<file path="src/rtl/core/pctdec_pkg.sv">
// ----------------------------------------------------------------------------
// pctdec_pkg
// Shared types, character constants and hex helpers for the percent decoder.
// ----------------------------------------------------------------------------
package pctdec_pkg;

    localparam logic [7:0] CH_PERCENT = 8'h25;
    localparam logic [7:0] CH_PLUS    = 8'h2B;
    localparam logic [7:0] CH_SPACE   = 8'h20;

    localparam logic [1:0] PEND_NONE    = 2'd0;
    localparam logic [1:0] PEND_PERCENT = 2'd1;
    localparam logic [1:0] PEND_DIGIT   = 2'd2;

    // Decoded work for one input item: up to three bytes, in order.
    typedef struct packed {
        logic [2:0][7:0] bytes;
        logic [1:0]      count;
        logic            fin;
    } pctdec_cmd_t;

    // Bit 4 set means a valid hex digit; bits 3:0 hold its value.
    function automatic logic [4:0] hex_decode(input logic [7:0] b);
        logic [4:0] r;
        r = 5'd0;
        if (b >= 8'h30 && b <= 8'h39) begin
            r = {1'b1, 4'(b - 8'h30)};
        end else if (b >= 8'h41 && b <= 8'h46) begin
            r = {1'b1, 4'(b - 8'h41 + 8'd10)};
        end else if (b >= 8'h61 && b <= 8'h66) begin
            r = {1'b1, 4'(b - 8'h61 + 8'd10)};
        end
        return r;
    endfunction

endpackage

</file>
<file path="src/rtl/core/pctdec_front.sv">
// ----------------------------------------------------------------------------
// pctdec_front
// Accepts raw bytes, tracks the pending escape and builds one command per
// item that lists the decoded bytes the item releases.
// ----------------------------------------------------------------------------
module pctdec_front
    import pctdec_pkg::*;
(
    input  logic        clk,
    input  logic        rst_n,
    input  logic        in_valid,
    output logic        in_ready,
    input  logic [7:0]  in_byte,
    input  logic        in_final,
    input  logic        q_full,
    output logic        cmd_push,
    output pctdec_cmd_t cmd
);

    logic [1:0] pend_count_reg;
    logic [1:0] pend_count_next;
    logic [7:0] pend_digit_reg;
    logic [7:0] pend_digit_next;
    logic [4:0] hex_cur;
    logic [4:0] hex_held;
    logic       do_idle;
    logic [1:0] base;
    logic       accept;

    assign in_ready = !q_full;
    assign accept   = in_valid && in_ready;
    assign hex_cur  = hex_decode(in_byte);
    assign hex_held = hex_decode(pend_digit_reg);

    always_comb
    begin
        pend_count_next = pend_count_reg;
        pend_digit_next = pend_digit_reg;
        cmd.bytes       = '0;
        cmd.fin         = in_final;
        do_idle         = 1'b0;
        base            = 2'd0;
        unique case (pend_count_reg)
            PEND_PERCENT:
            begin
                if (hex_cur[4] && !in_final)
                begin
                    pend_count_next = PEND_DIGIT;
                    pend_digit_next = in_byte;
                end
                else
                begin
                    cmd.bytes[0]    = CH_PERCENT;
                    base            = 2'd1;
                    pend_count_next = PEND_NONE;
                    do_idle         = 1'b1;
                end
            end
            PEND_DIGIT:
            begin
                pend_count_next = PEND_NONE;
                if (hex_cur[4])
                begin
                    cmd.bytes[0] = {hex_held[3:0], hex_cur[3:0]};
                    base         = 2'd1;
                end
                else
                begin
                    cmd.bytes[0] = CH_PERCENT;
                    cmd.bytes[1] = pend_digit_reg;
                    base         = 2'd2;
                    do_idle      = 1'b1;
                end
            end
            default:
            begin
                pend_count_next = PEND_NONE;
                do_idle         = 1'b1;
            end
        endcase
        cmd.count = base;
        if (do_idle)
        begin
            if (in_byte == CH_PERCENT && !in_final)
            begin
                pend_count_next = PEND_PERCENT;
            end
            else
            begin
                cmd.bytes[base] = (in_byte == CH_PLUS) ? CH_SPACE : in_byte;
                cmd.count       = base + 2'd1;
            end
        end
        if (in_final)
        begin
            pend_count_next = PEND_NONE;
        end
    end

    assign cmd_push = accept && (cmd.count != 2'd0);

    always_ff @(posedge clk or negedge rst_n)
    begin
        if (!rst_n)
        begin
            pend_count_reg <= PEND_NONE;
            pend_digit_reg <= 8'd0;
        end
        else if (accept)
        begin
            pend_count_reg <= pend_count_next;
            pend_digit_reg <= pend_digit_next;
        end
    end

endmodule

</file>
<file path="src/rtl/core/pctdec_queue.sv">
// ----------------------------------------------------------------------------
// pctdec_queue
// Two-entry command queue between the front and back parts.
// ----------------------------------------------------------------------------
module pctdec_queue
    import pctdec_pkg::*;
(
    input  logic        clk,
    input  logic        rst_n,
    input  logic        push,
    input  pctdec_cmd_t push_cmd,
    output logic        full,
    input  logic        pop,
    output logic        empty,
    output pctdec_cmd_t head_cmd
);

    pctdec_cmd_t entry_reg [2];
    logic       wr_ptr_reg;
    logic       rd_ptr_reg;
    logic [1:0] fill_reg;
    logic [1:0] fill_next;

    assign full     = (fill_reg == 2'd2);
    assign empty    = (fill_reg == 2'd0);
    assign head_cmd = entry_reg[rd_ptr_reg];

    always_comb
    begin
        fill_next = fill_reg;
        if (push && !pop)
        begin
            fill_next = fill_reg + 2'd1;
        end
        else if (pop && !push)
        begin
            fill_next = fill_reg - 2'd1;
        end
    end

    always_ff @(posedge clk)
    begin
        if (push)
        begin
            entry_reg[wr_ptr_reg] <= push_cmd;
        end
    end

    always_ff @(posedge clk or negedge rst_n)
    begin
        if (!rst_n)
        begin
            wr_ptr_reg <= 1'b0;
            rd_ptr_reg <= 1'b0;
            fill_reg   <= 2'd0;
        end
        else
        begin
            if (push)
            begin
                wr_ptr_reg <= !wr_ptr_reg;
            end
            if (pop)
            begin
                rd_ptr_reg <= !rd_ptr_reg;
            end
            fill_reg <= fill_next;
        end
    end

endmodule

</file>
<file path="src/rtl/core/pctdec_back.sv">
// ----------------------------------------------------------------------------
// pctdec_back
// Walks the head command one byte per transfer and marks run and string ends.
// ----------------------------------------------------------------------------
module pctdec_back
    import pctdec_pkg::*;
(
    input  logic        clk,
    input  logic        rst_n,
    input  logic        q_empty,
    input  pctdec_cmd_t head_cmd,
    output logic        q_pop,
    output logic        out_valid,
    input  logic        out_ready,
    output logic [7:0]  out_byte,
    output logic        out_run_last,
    output logic        out_string_last
);

    logic [1:0] idx_reg;
    logic [1:0] idx_next;
    logic       xfer;

    assign out_valid       = !q_empty;
    assign out_byte        = head_cmd.bytes[idx_reg];
    assign out_run_last    = (idx_reg == head_cmd.count - 2'd1);
    assign out_string_last = out_run_last && head_cmd.fin;
    assign xfer            = out_valid && out_ready;
    assign q_pop           = xfer && out_run_last;

    always_comb
    begin
        idx_next = idx_reg;
        if (xfer)
        begin
            idx_next = out_run_last ? 2'd0 : idx_reg + 2'd1;
        end
    end

    always_ff @(posedge clk or negedge rst_n)
    begin
        if (!rst_n)
        begin
            idx_reg <= 2'd0;
        end
        else
        begin
            idx_reg <= idx_next;
        end
    end

endmodule

</file>
<file path="src/rtl/core/percent_decoder.sv">
// ----------------------------------------------------------------------------
// percent_decoder
// Streaming URL percent decoder with plus as space.
//
// Input channel (in_valid/in_ready): one raw byte per transfer, in_final
// on the last byte of a string. Output channel (out_valid/out_ready): one
// decoded byte per transfer; out_run_last closes the bytes one input caused,
// out_string_last marks the last decoded byte of the string.
// An input can release zero to three bytes. The front decodes the byte in
// the cycle it is accepted and, if bytes are released, registers a command
// in a two-entry queue for the back. The back drains a command at one byte
// per cycle while out_ready is high, so k released bytes take k transfers.
// Input rate is one byte per cycle while the queue has room; sustained rate
// is set by the back's one-byte-per-cycle port. A stalled receiver fills
// the queue, then in_ready drops.
// Reset clears the pending escape state and empties the queue.
// ----------------------------------------------------------------------------
module percent_decoder
    import pctdec_pkg::*;
(
    input  logic       clk,
    input  logic       rst_n,
    input  logic       in_valid,
    output logic       in_ready,
    input  logic [7:0] in_byte,
    input  logic       in_final,
    output logic       out_valid,
    input  logic       out_ready,
    output logic [7:0] out_byte,
    output logic       out_run_last,
    output logic       out_string_last
);

    pctdec_cmd_t push_cmd;
    pctdec_cmd_t head_cmd;
    logic        push;
    logic        pop;
    logic        full;
    logic        empty;

    pctdec_front u_front (
        .clk      (clk),
        .rst_n    (rst_n),
        .in_valid (in_valid),
        .in_ready (in_ready),
        .in_byte  (in_byte),
        .in_final (in_final),
        .q_full   (full),
        .cmd_push (push),
        .cmd      (push_cmd)
    );

    pctdec_queue u_queue (
        .clk      (clk),
        .rst_n    (rst_n),
        .push     (push),
        .push_cmd (push_cmd),
        .full     (full),
        .pop      (pop),
        .empty    (empty),
        .head_cmd (head_cmd)
    );

    pctdec_back u_back (
        .clk             (clk),
        .rst_n           (rst_n),
        .q_empty         (empty),
        .head_cmd        (head_cmd),
        .q_pop           (pop),
        .out_valid       (out_valid),
        .out_ready       (out_ready),
        .out_byte        (out_byte),
        .out_run_last    (out_run_last),
        .out_string_last (out_string_last)
    );

endmodule

</file>
<file path="config.mk">
export PLATFORM = sky130hd
export DESIGN_NAME = percent_decoder
export DESIGN_NICKNAME = d
export VERILOG_FILES = /design/src/rtl/core/pctdec_pkg.sv /design/src/rtl/core/pctdec_front.sv /design/src/rtl/core/pctdec_queue.sv /design/src/rtl/core/pctdec_back.sv /design/src/rtl/core/percent_decoder.sv
export SDC_FILE = /design/constraint.sdc
export NUM_CORES = 1
export LEC_CHECK = 0
export ABC_AREA = 0
export BUFFER_PORTS_ARGS = -buffer_cell sky130_fd_sc_hd__buf_2
export CORE_MARGIN = 1.5
export CORE_UTILIZATION = 25
export DETAILED_ROUTE_END_ITERATION = 7
export PLACE_DENSITY = 0.44
export SETUP_SLACK_MARGIN = 0.1
export SKIP_CTS_REPAIR_TIMING = 1
export SLEW_MARGIN = 30
export SYNTH_ARGS = -nofsm -noshare
export SYNTH_HDL_FRONTEND = slang
export SYNTH_SLANG_ARGS = --single-unit
</file>
<file path="constraint.sdc">
create_clock -name clk -period 6.5 [get_ports clk]
set_input_delay 0.325 -clock clk [delete_from_list [all_inputs] [get_ports clk]]
set_output_delay 0.325 -clock clk [all_outputs]
set_load 0.01 [all_outputs]
</file>
Word level (Yosys, flattened, before mapping) --
Memory sizes are Yosys's and may differ from the RTL's. Cells that the tools add are included.
Word-level totals: output and inout port bits 12, latch bits 0, memories kept 1, register bits after elaboration 16, bits in read-only memories 0, input bits 13, memory bits (writable) 54
Memory list:
- u_queue.entry_reg | words 2, width 27, read ports 1, clocked after Yosys merged registers in 0, wr ports 1, line pctdec_queue.sv:18 | pctdec_cmd_t entry_reg [2];
Cells by class: bitwise logic cells 0, equal/unequal tests 6, shifts and indexed selects 0, div/mod/pow operators 0, muxes and demuxes 35, $lt $le $gt $ge 15, $add $sub $neg 15, multiply operators 0, reduce and logical (&&, ||, !) cells 27
Operators with widths (count):
- $mux W26 | 2
- $mux W8 | 6
- $ge A8 B7 Y1 const B | 4
- $le A8 B7 Y1 const B | 4
- $bwmux W24 | 1
- $sub A4 B1 Y4 const B | 6
- $mux W2 | 9
- $add A4 B4 Y4 const B | 4
- $bmux W8 S2 | 1
- $demux W8 S2 | 1
- $eq A8 B6 Y1 const B | 2
- $ge A8 B6 Y1 const B | 2
- $le A8 B6 Y1 const B | 2
- $logic_and A1 B1 Y1 | 16
- $pmux W8 S2 | 1
- $mux W5 | 3
- $mux W4 | 3
- $logic_not A1 Y1 | 7
- $add A2 B1 Y2 const B | 3
- $lt A2 B3 Y1 const B | 2
- $mux W6 | 1
- $mux W1 | 5
- $eq A2 B2 Y1 const B | 2
- $pmux W2 S2 | 1
- other kinds (8) | 10

Logic depth before layout (Yosys ltp) --
Gate-level depths: netlist of run 1.
depth after elaboration 21, mapped depth 16, mapped depth without buffers 16

By module --
A second synthesis of run 1 with hierarchy kept.
Unflattened totals: cell total of the unflattened synthesis 319, area, all modules 3941.3 um^2
Modules (own cells, without submodules):
- pctdec_queue | area each 2234.6 um^2, times used 1, cells an instance 100
- pctdec_front | area each 1387.6 um^2, times used 1, cells an instance 174
- pctdec_back | area each 319.1 um^2, times used 1, cells an instance 45

Worst setup path before layout of run 1 --
OpenSTA, ideal clock, no wires.
path type in2reg, start input port in_byte[6], end memory u_queue.entry_reg[1][0] (netlist name), enable pin, required time 6089 ps, buffers on the path 1, setup slack 2549 ps, arrival 3540 ps, cell stages on the path 11, path through buf_2 -> or4b_4 -> a211oi_4 -> nor2_4 -> o21ai_0 -> a21o_1 -> ha_1 -> mux2i_1 -> nor2_1 -> o21bai_2 -> nor2_1
RTL lines:
- start, declared | line percent_decoder.sv:25 | input logic [7:0] in_byte,
- end, declared | line pctdec_queue.sv:18

==> impl_metrics.yaml, run 1 <==
run_status:
  status: "completed"
logic_synthesis:
  postSynthCellCount: 294
  synthFlopType: "edfxtp_1"
  synth_xor_area_share_pct: 2.142
  synthesis.nets: 321
  syn_area_mm2: 0.003680
  synth_compound_area_share_pct: 11.05
  yosys.area_share.simple_pct: 11.83
  synth_edf_count: 54
  muxShareOfSynthArea_pct: 10.78
  synth_top_family_by_area: "simple AND/OR/NAND/NOR gates"
  synth_adder_area_share_pct: 4.760
  synthArstFlopShare_pct: 22.86
  ys_ff_latch: 70
  ys_warn_count: 0
  ys_types: 52
  ys_seq_area_share_pct: 54.95
  syn_area_per_cell_um2: 12.52
global_route:
  antenna_found_initial: 0
  grt_first_pass_wirelength_mm: 13.12
  track_usage_pct: 10.96
  grt_pass1_vias: 2321
  grt_max_degree: 28
  overflow: 0
critical_path:
  crit_type: "in2reg"
  path_depth: 16
  cp_max_fo: 8
  ff2ff_path_depth: 12
  r2r_end: "u_queue.fill_reg[1]"
  path_delay_family: "compound AO/OA/AOI/OAI gates"
  rrSetupSlack_ns: 3.68
  crit_path_max_incr_delay_ns: 0.68
  reg2reg_from: "u_front.pend_count_reg[1]"
  cp-start-kind: "input port"
  path_cells: "buf_2 -> inv_1 -> ha_1 -> o21bai_1 -> a2111oi_4 -> nor2_4 -> o21ai_0 -> a21o_1 -> ha_1 -> mux2i_1 -> nor2_1 -> o21bai_2 -> inv_1 -> ha_1 -> nor2_1 -> xor2_1"
  cp.required_ns: 6.75
  cp.buffers_inverters: 3
  cpMaxStageDelayCell: "a2111oi_4"
  worst_ep_arrival_time_ns: 3.80
  crit_top_cell: "ha_1"
  cp-end-kind: "register"
placement:
  dp_hpwl_mm: 6.073
  dp_cells: 493
  place_area_mm2: 0.003986
  port_buffers: 24
  gp_congestion: 0.8583
cells_and_area:
  layout.area.seq_mm2: 0.002022
  antenna_cells: 0
  fin_cells: 510
  final_core_util_pct: 29.83
  largest_register_ffs: 54
  drive_gt1_share_pct: 22.70
  multi_input_area_mm2: 0.001498
  final_nets: 348
  fillers: 1471
  syn2layout_area_growth_pct: 17.37
  final_cell_area_mm2: 0.004319
pwr:
  swShare_pct: 29.77
  power_frac_seq_pct: 40.2
  p_comb_share_pct: 27.2
  ir_worst_vdd_mv: 0.09925
  p_per_area_mw_per_mm2: 370.6
  p_clk_share_pct: 32.6
  power.internal_mw: 1.124
  switching_power_uw: 476.5
  power.leakage_nw: 1.665
min_path:
  whs_path_depth: 3
  min_to: "u_front.pend_digit_reg[1]"
  min_from: "in_byte[1]"
  min_path_type: "in2reg"
timing:
  fin_crit_sh_pct: 54.71
  hold_viol: 0
  finalSetupViolations: 0
  slew_violations: 0
  fin_worst_skew_ns: 0.006946
  worst_pin_slew_ns: 0.7939
  rsz0062_at_grt: "false"
  fin_crit_ns: 3.556
  setup_tns_ns: 0
  slew_headroom_pct: 46.33
  fmax_ghz: 0.2812
cts:
  htree_levels: 3
  cts_made_buffers: 9
  cts.path.max_buffers: 2
  clkLatencyLatePin_ns: 0.33
  cts_num_sinks: 70
  cts.clk_slew.worst_paths_ns: 0.06
  cts_tree: "yes"
  cts-root-buf: "clkbuf_16"
route:
  drt_wl_total_mm: 8.221
  vias: 2316
  ant_nets: 0
  firstDrtPassIters: 4
  viasPerCell: 4.541
  first_iter_violations: 260
  wl_per_cell_um: 16.12
  drcViolationCount: 0
die:
  start_util_pct: 25.41
  core.rowCount: 44
  die_area_mm2: 0.01546
  core_mm2: 0.01448
  die_w_um: 124.3
  io_pins: 25
  die_h_um: 124.3
job:
  maxCapViolCount: 0
worst max path at each step:
stage,slack [ns],from,end
after floorplan,2.55,in_byte[6],u_queue.entry_reg[1][0]
after global placement,2.74,in_byte[0],u_queue.fill_reg[1]
after detailed placement,2.61,in_byte[0],u_queue.fill_reg[1]
after CTS,2.95,in_byte[0],u_queue.fill_reg[1]
after global routing,2.68,in_byte[1],u_queue.fill_reg[1]
final,2.94,in_byte[0],u_queue.fill_reg[1]
tightest hold or removal path: stages:
cell	delay, ns
buf_2	0.14
nand2_1	0.07
o21ai_0	0.07
routing by layer:
metal	vias to the layer above	GRT usage, %	routed length (um)
met3	10	1.933	405
met1	1114	15.41	3900
met5	-	0	0
li1	1136	-	-
met2	56	16.97	3777
met4	0	3.922	136
power groups by stage:
stage          registers (mW)  logic (mW)  clock network [mW]
2_1_floorplan           0.625       0.327                   0
3_3_place_gp            0.653       0.450                   0
3_5_place_dp            0.656       0.450                   0
4_1_cts                 0.646       0.451               0.536
5_1_grt                 0.655       0.482               0.555
6_report                0.643       0.436               0.522
logic make-up after synthesis:
| logic type | count (synthesis) |
|---|---|
| xor+xnor | 9 |
| buf+inv | 36 |
| simple gates | 82 |
| flops | 70 |
| mux | 29 |
| fa+ha+maj | 14 |
| compound gates | 54 |
synthesized netlist by cell type (2+ instances only):
cell type,n,area share (%)
a211o_1,2,0.48
a21o_1,2,0.41
a21oi_1,4,0.54
a22oi_1,5,1.0
a31oi_1,2,0.34
and2_1,2,0.34
and3_1,2,0.34
and3_2,3,0.61
buf_1,2,0.20
buf_2,3,0.41
buf_6,3,0.92
clkbuf_1,4,0.41
dfrtp_1,16,11
edfxtp_1,54,44
ha_1,14,4.8
inv_1,23,2.3
mux2_2,4,1.2
mux2i_1,16,4.4
mux4_2,8,4.9
nand2_1,22,2.2
nand2b_1,3,0.51
nand3_1,7,0.95
nand4_1,2,0.34
nor2_1,26,2.7
nor2b_1,5,0.85
o211ai_1,2,0.41
o21ai_0,11,1.5
o21bai_1,2,0.41
o22ai_1,9,1.5
o31ai_1,6,1.2
or2_2,2,0.34
xnor2_1,6,1.4
xor2_1,3,0.71
cell type report:
class | instances | share of cell area, %
Timing Repair Buffer | 29 | 3.708
Multi-Input combinational cell | 188 | 34.68
Clock inverter | 7 | 2.260
Clock buffer | 9 | 5.214
Sequential cell | 70 | 46.81
Inverter | 23 | 1.999
Tap cell | 184 | 5.330
metrics by stage:
stage / worst slack (ns) / hold slack (ns) / power, mW
final: 2.944 / 0.3128 / 1.601
after global routing: 2.683 / 0.3271 / 1.693
after CTS: 2.953 / -0.06962 / 1.634
after detailed placement: 2.613 / 0.2828 / 1.105
after global placement: 2.740 / 0.2826 / 1.102
after floorplan: 2.549 / 0.02941 / 0.9522
layout by cell type, fill, tap and decap left out, types with 2 or more instances in the layout:
master	netlist	final
a21oi_1	4	4
a211o_1	2	2
a21o_1	2	2
mux2i_1	16	16
a22oi_1	5	5
o31ai_1	6	6
dfrtp_1	16	16
mux2_2	4	4
clkinvlp_4	0	2
buf_2	3	24
nor2_2	0	2
a31oi_1	2	2
nand2_1	22	22
xor2_1	3	3
nor2_1	26	24
o21ai_0	11	11
ha_1	14	14
o22ai_1	9	9
and3_1	2	2
bufinv_16	0	2
xnor2_1	6	6
or2_2	2	2
o21bai_1	2	2
nand3_1	7	7
and3_2	3	3
nor2b_1	5	5
and2_1	2	2
mux4_2	8	8
nand4_1	2	2
buf_4	1	4
o211ai_1	2	2
nand2b_1	3	3
inv_1	23	23
edfxtp_1	54	54
clkbuf_16	0	9
No activity file was read; power rests on OpenSTA's default activity.
==> run 2, diff against run 1 <==
Settings changed: PLACE_DENSITY 0.44 to 0.45.
Clock period 6.5 ns to 3.1 ns, I/O delays scaled along.
==> run 2 against run 1 <==
Clock-buffer cell count stayed put. Clock skew is 0.0027 ns lower. Final area is 2.7% higher. Routed wire length is 3.5% higher.
==> impl_metrics.yaml, run 2 (same netlist as run 1, synthesis figures left out) <==
run_status:
  status: "completed"
cts:
  cts_made_buffers: 9
  htree_levels: 3
  cts_tree: "yes"
  cts-root-buf: "clkbuf_16"
  cts.path.max_buffers: 2
  cts.clk_slew.worst_paths_ns: 0.06
  clkLatencyLatePin_ns: 0.33
  cts_num_sinks: 70
die:
  core_mm2: 0.01448
  die_w_um: 124.3
  die_h_um: 124.3
  core.rowCount: 44
  die_area_mm2: 0.01546
  io_pins: 25
  start_util_pct: 25.41
pwr:
  power.leakage_nw: 1.736
  power_mw: 3.312
  ir_worst_vdd_mv: 0.2490
  p_per_area_mw_per_mm2: 746.6
cells_and_area:
  fillers: 1477
  layout_commonest_cell: "edfxtp_1"
  drive_gt1_share_pct: 25.88
  final_nets: 363
  layout_common_cells: "54 x edfxtp_1, 24 x nor2_1, 24 x buf_2"
  final_cell_area_mm2: 0.004437
  fin_cells: 524
  syn2layout_area_growth_pct: 20.57
  largest_register_ffs: 54
  antenna_cells: 0
timing:
  rsz0062_at_grt: "false"
  worst_pin_slew_ns: 0.5670
  setup_tns_ns: 0
  finalSetupViolations: 0
  slew_headroom_pct: 62.20
  fin_worst_skew_ns: 0.004273
  holdWs_ns: 0.1227
  hold_viol: 0
  fin_crit_sh_pct: 86.17
  fin_crit_ns: 2.671
  fmax_ghz: 0.3743
  slew_violations: 0
placement:
  place_area_mm2: 0.004138
  port_buffers: 24
  dp_hpwl_mm: 6.404
  gp_congestion: 0.8620
  dp_cells: 508
critical_path:
  crit_type: "in2reg"
  cp-end-kind: "register"
  cp.required_ns: 3.13
  cp_max_fo: 27
  cp-start-kind: "input port"
  worst_ep_arrival_time_ns: 2.71
route:
  viasPerCell: 4.548
  wl_per_cell_um: 16.24
  ant_nets: 0
  vias: 2383
  drt_wl_total_mm: 8.508
  drcViolationCount: 0
  first_iter_violations: 151
  firstDrtPassIters: 4
global_route:
  antenna_found_initial: 0
  track_usage_pct: 11.60
  grt_max_degree: 28
  grt_first_pass_wirelength_mm: 13.85
  grt_pass1_vias: 2475
  overflow: 0
job:
  maxCapViolCount: 0
min_path:
  min_path_type: "in2reg"
run 2: changes by cell type in the layout (fill, tap and decap cells not counted), sizes merged:
| cell | previous run | this run |
|---|---|---|
| bufinv | 2 | 1 |
| clkinv | 2 | 4 |
| clkinvlp | 2 | 1 |
| buf | 28 | 43 |
| inv | 24 | 23 |
run 2: through the flow:
step                      util [%]  worst slack [ns]
after floorplan                  -            0.1382
after global placement       28.58            0.1361
after detailed placement     28.58           0.09979
after CTS                    30.57            0.4253
after global routing         30.64            0.2191
final                        30.64            0.4286
run 2: report_power, final:
| part | leakage [nW] | switching (mW) | internal (mW) | total [mW] |
|---|---|---|---|---|
| Combinational | 0.894 | 0.505 | 0.451 | 0.956 |
| Sequential | 0.703 | 0.119 | 1.23 | 1.35 |
| Clock | 0.139 | 0.387 | 0.616 | 1.00 |
run 2: worst max-delay path: stages:
cell	delay, ns
buf_2	0.14
inv_1	0.11
ha_1	0.20
o21bai_1	0.13
a2111oi_4	0.45
o21ai_0	0.16
a21o_1	0.23
ha_1	0.29
mux2i_1	0.06
nor2_1	0.22
o21bai_2	0.09
buf_4	0.17
nor2_4	0.09
buf_12	0.20
run 2: final cells by class:
class / instances / area (um2) / share of cell area, %
well taps: 184 / 230.2 / 5.189
inverters: 23 / 86.33 / 1.946
flip-flops and latches: 70 / 2022 / 45.57
clock buffers: 9 / 225.2 / 5.076
repair buffers: 44 / 297.8 / 6.712
clock inverters: 6 / 63.81 / 1.438
multi-input cells: 188 / 1511 / 34.07
run 2: worst paths after layout:
check                                     startpoint                        end  slack [ns]  cells after the start
setup / recovery                          in_byte[1]   u_queue.entry_reg[0][22]        0.43                     14
hold / removal                            in_byte[1]  u_front.pend_digit_reg[1]        0.12                      3
setup reg to reg           u_front.pend_count_reg[0]   u_queue.entry_reg[0][22]        0.51                     11
hold reg to reg                  u_queue.fill_reg[1]        u_queue.fill_reg[1]        0.49                      1
max in group asynchronous                      rst_n  u_front.pend_digit_reg[6]        2.55                      2
min in group asynchronous                      rst_n  u_front.pend_count_reg[1]        0.27                      2
run 2: per-layer routing:
layer / share of wire (%) / wire [um] / global-route usage [%] / vias up
met5: 0 / 0 / 0 / -
met4: 1.8 / 150 / 4.868 / 0
met3: 2.8 / 235 / 2.706 / 11
met2: 49 / 4149 / 19.04 / 30
met1: 47 / 3974 / 14.68 / 1173
li1: - / - / - / 1169
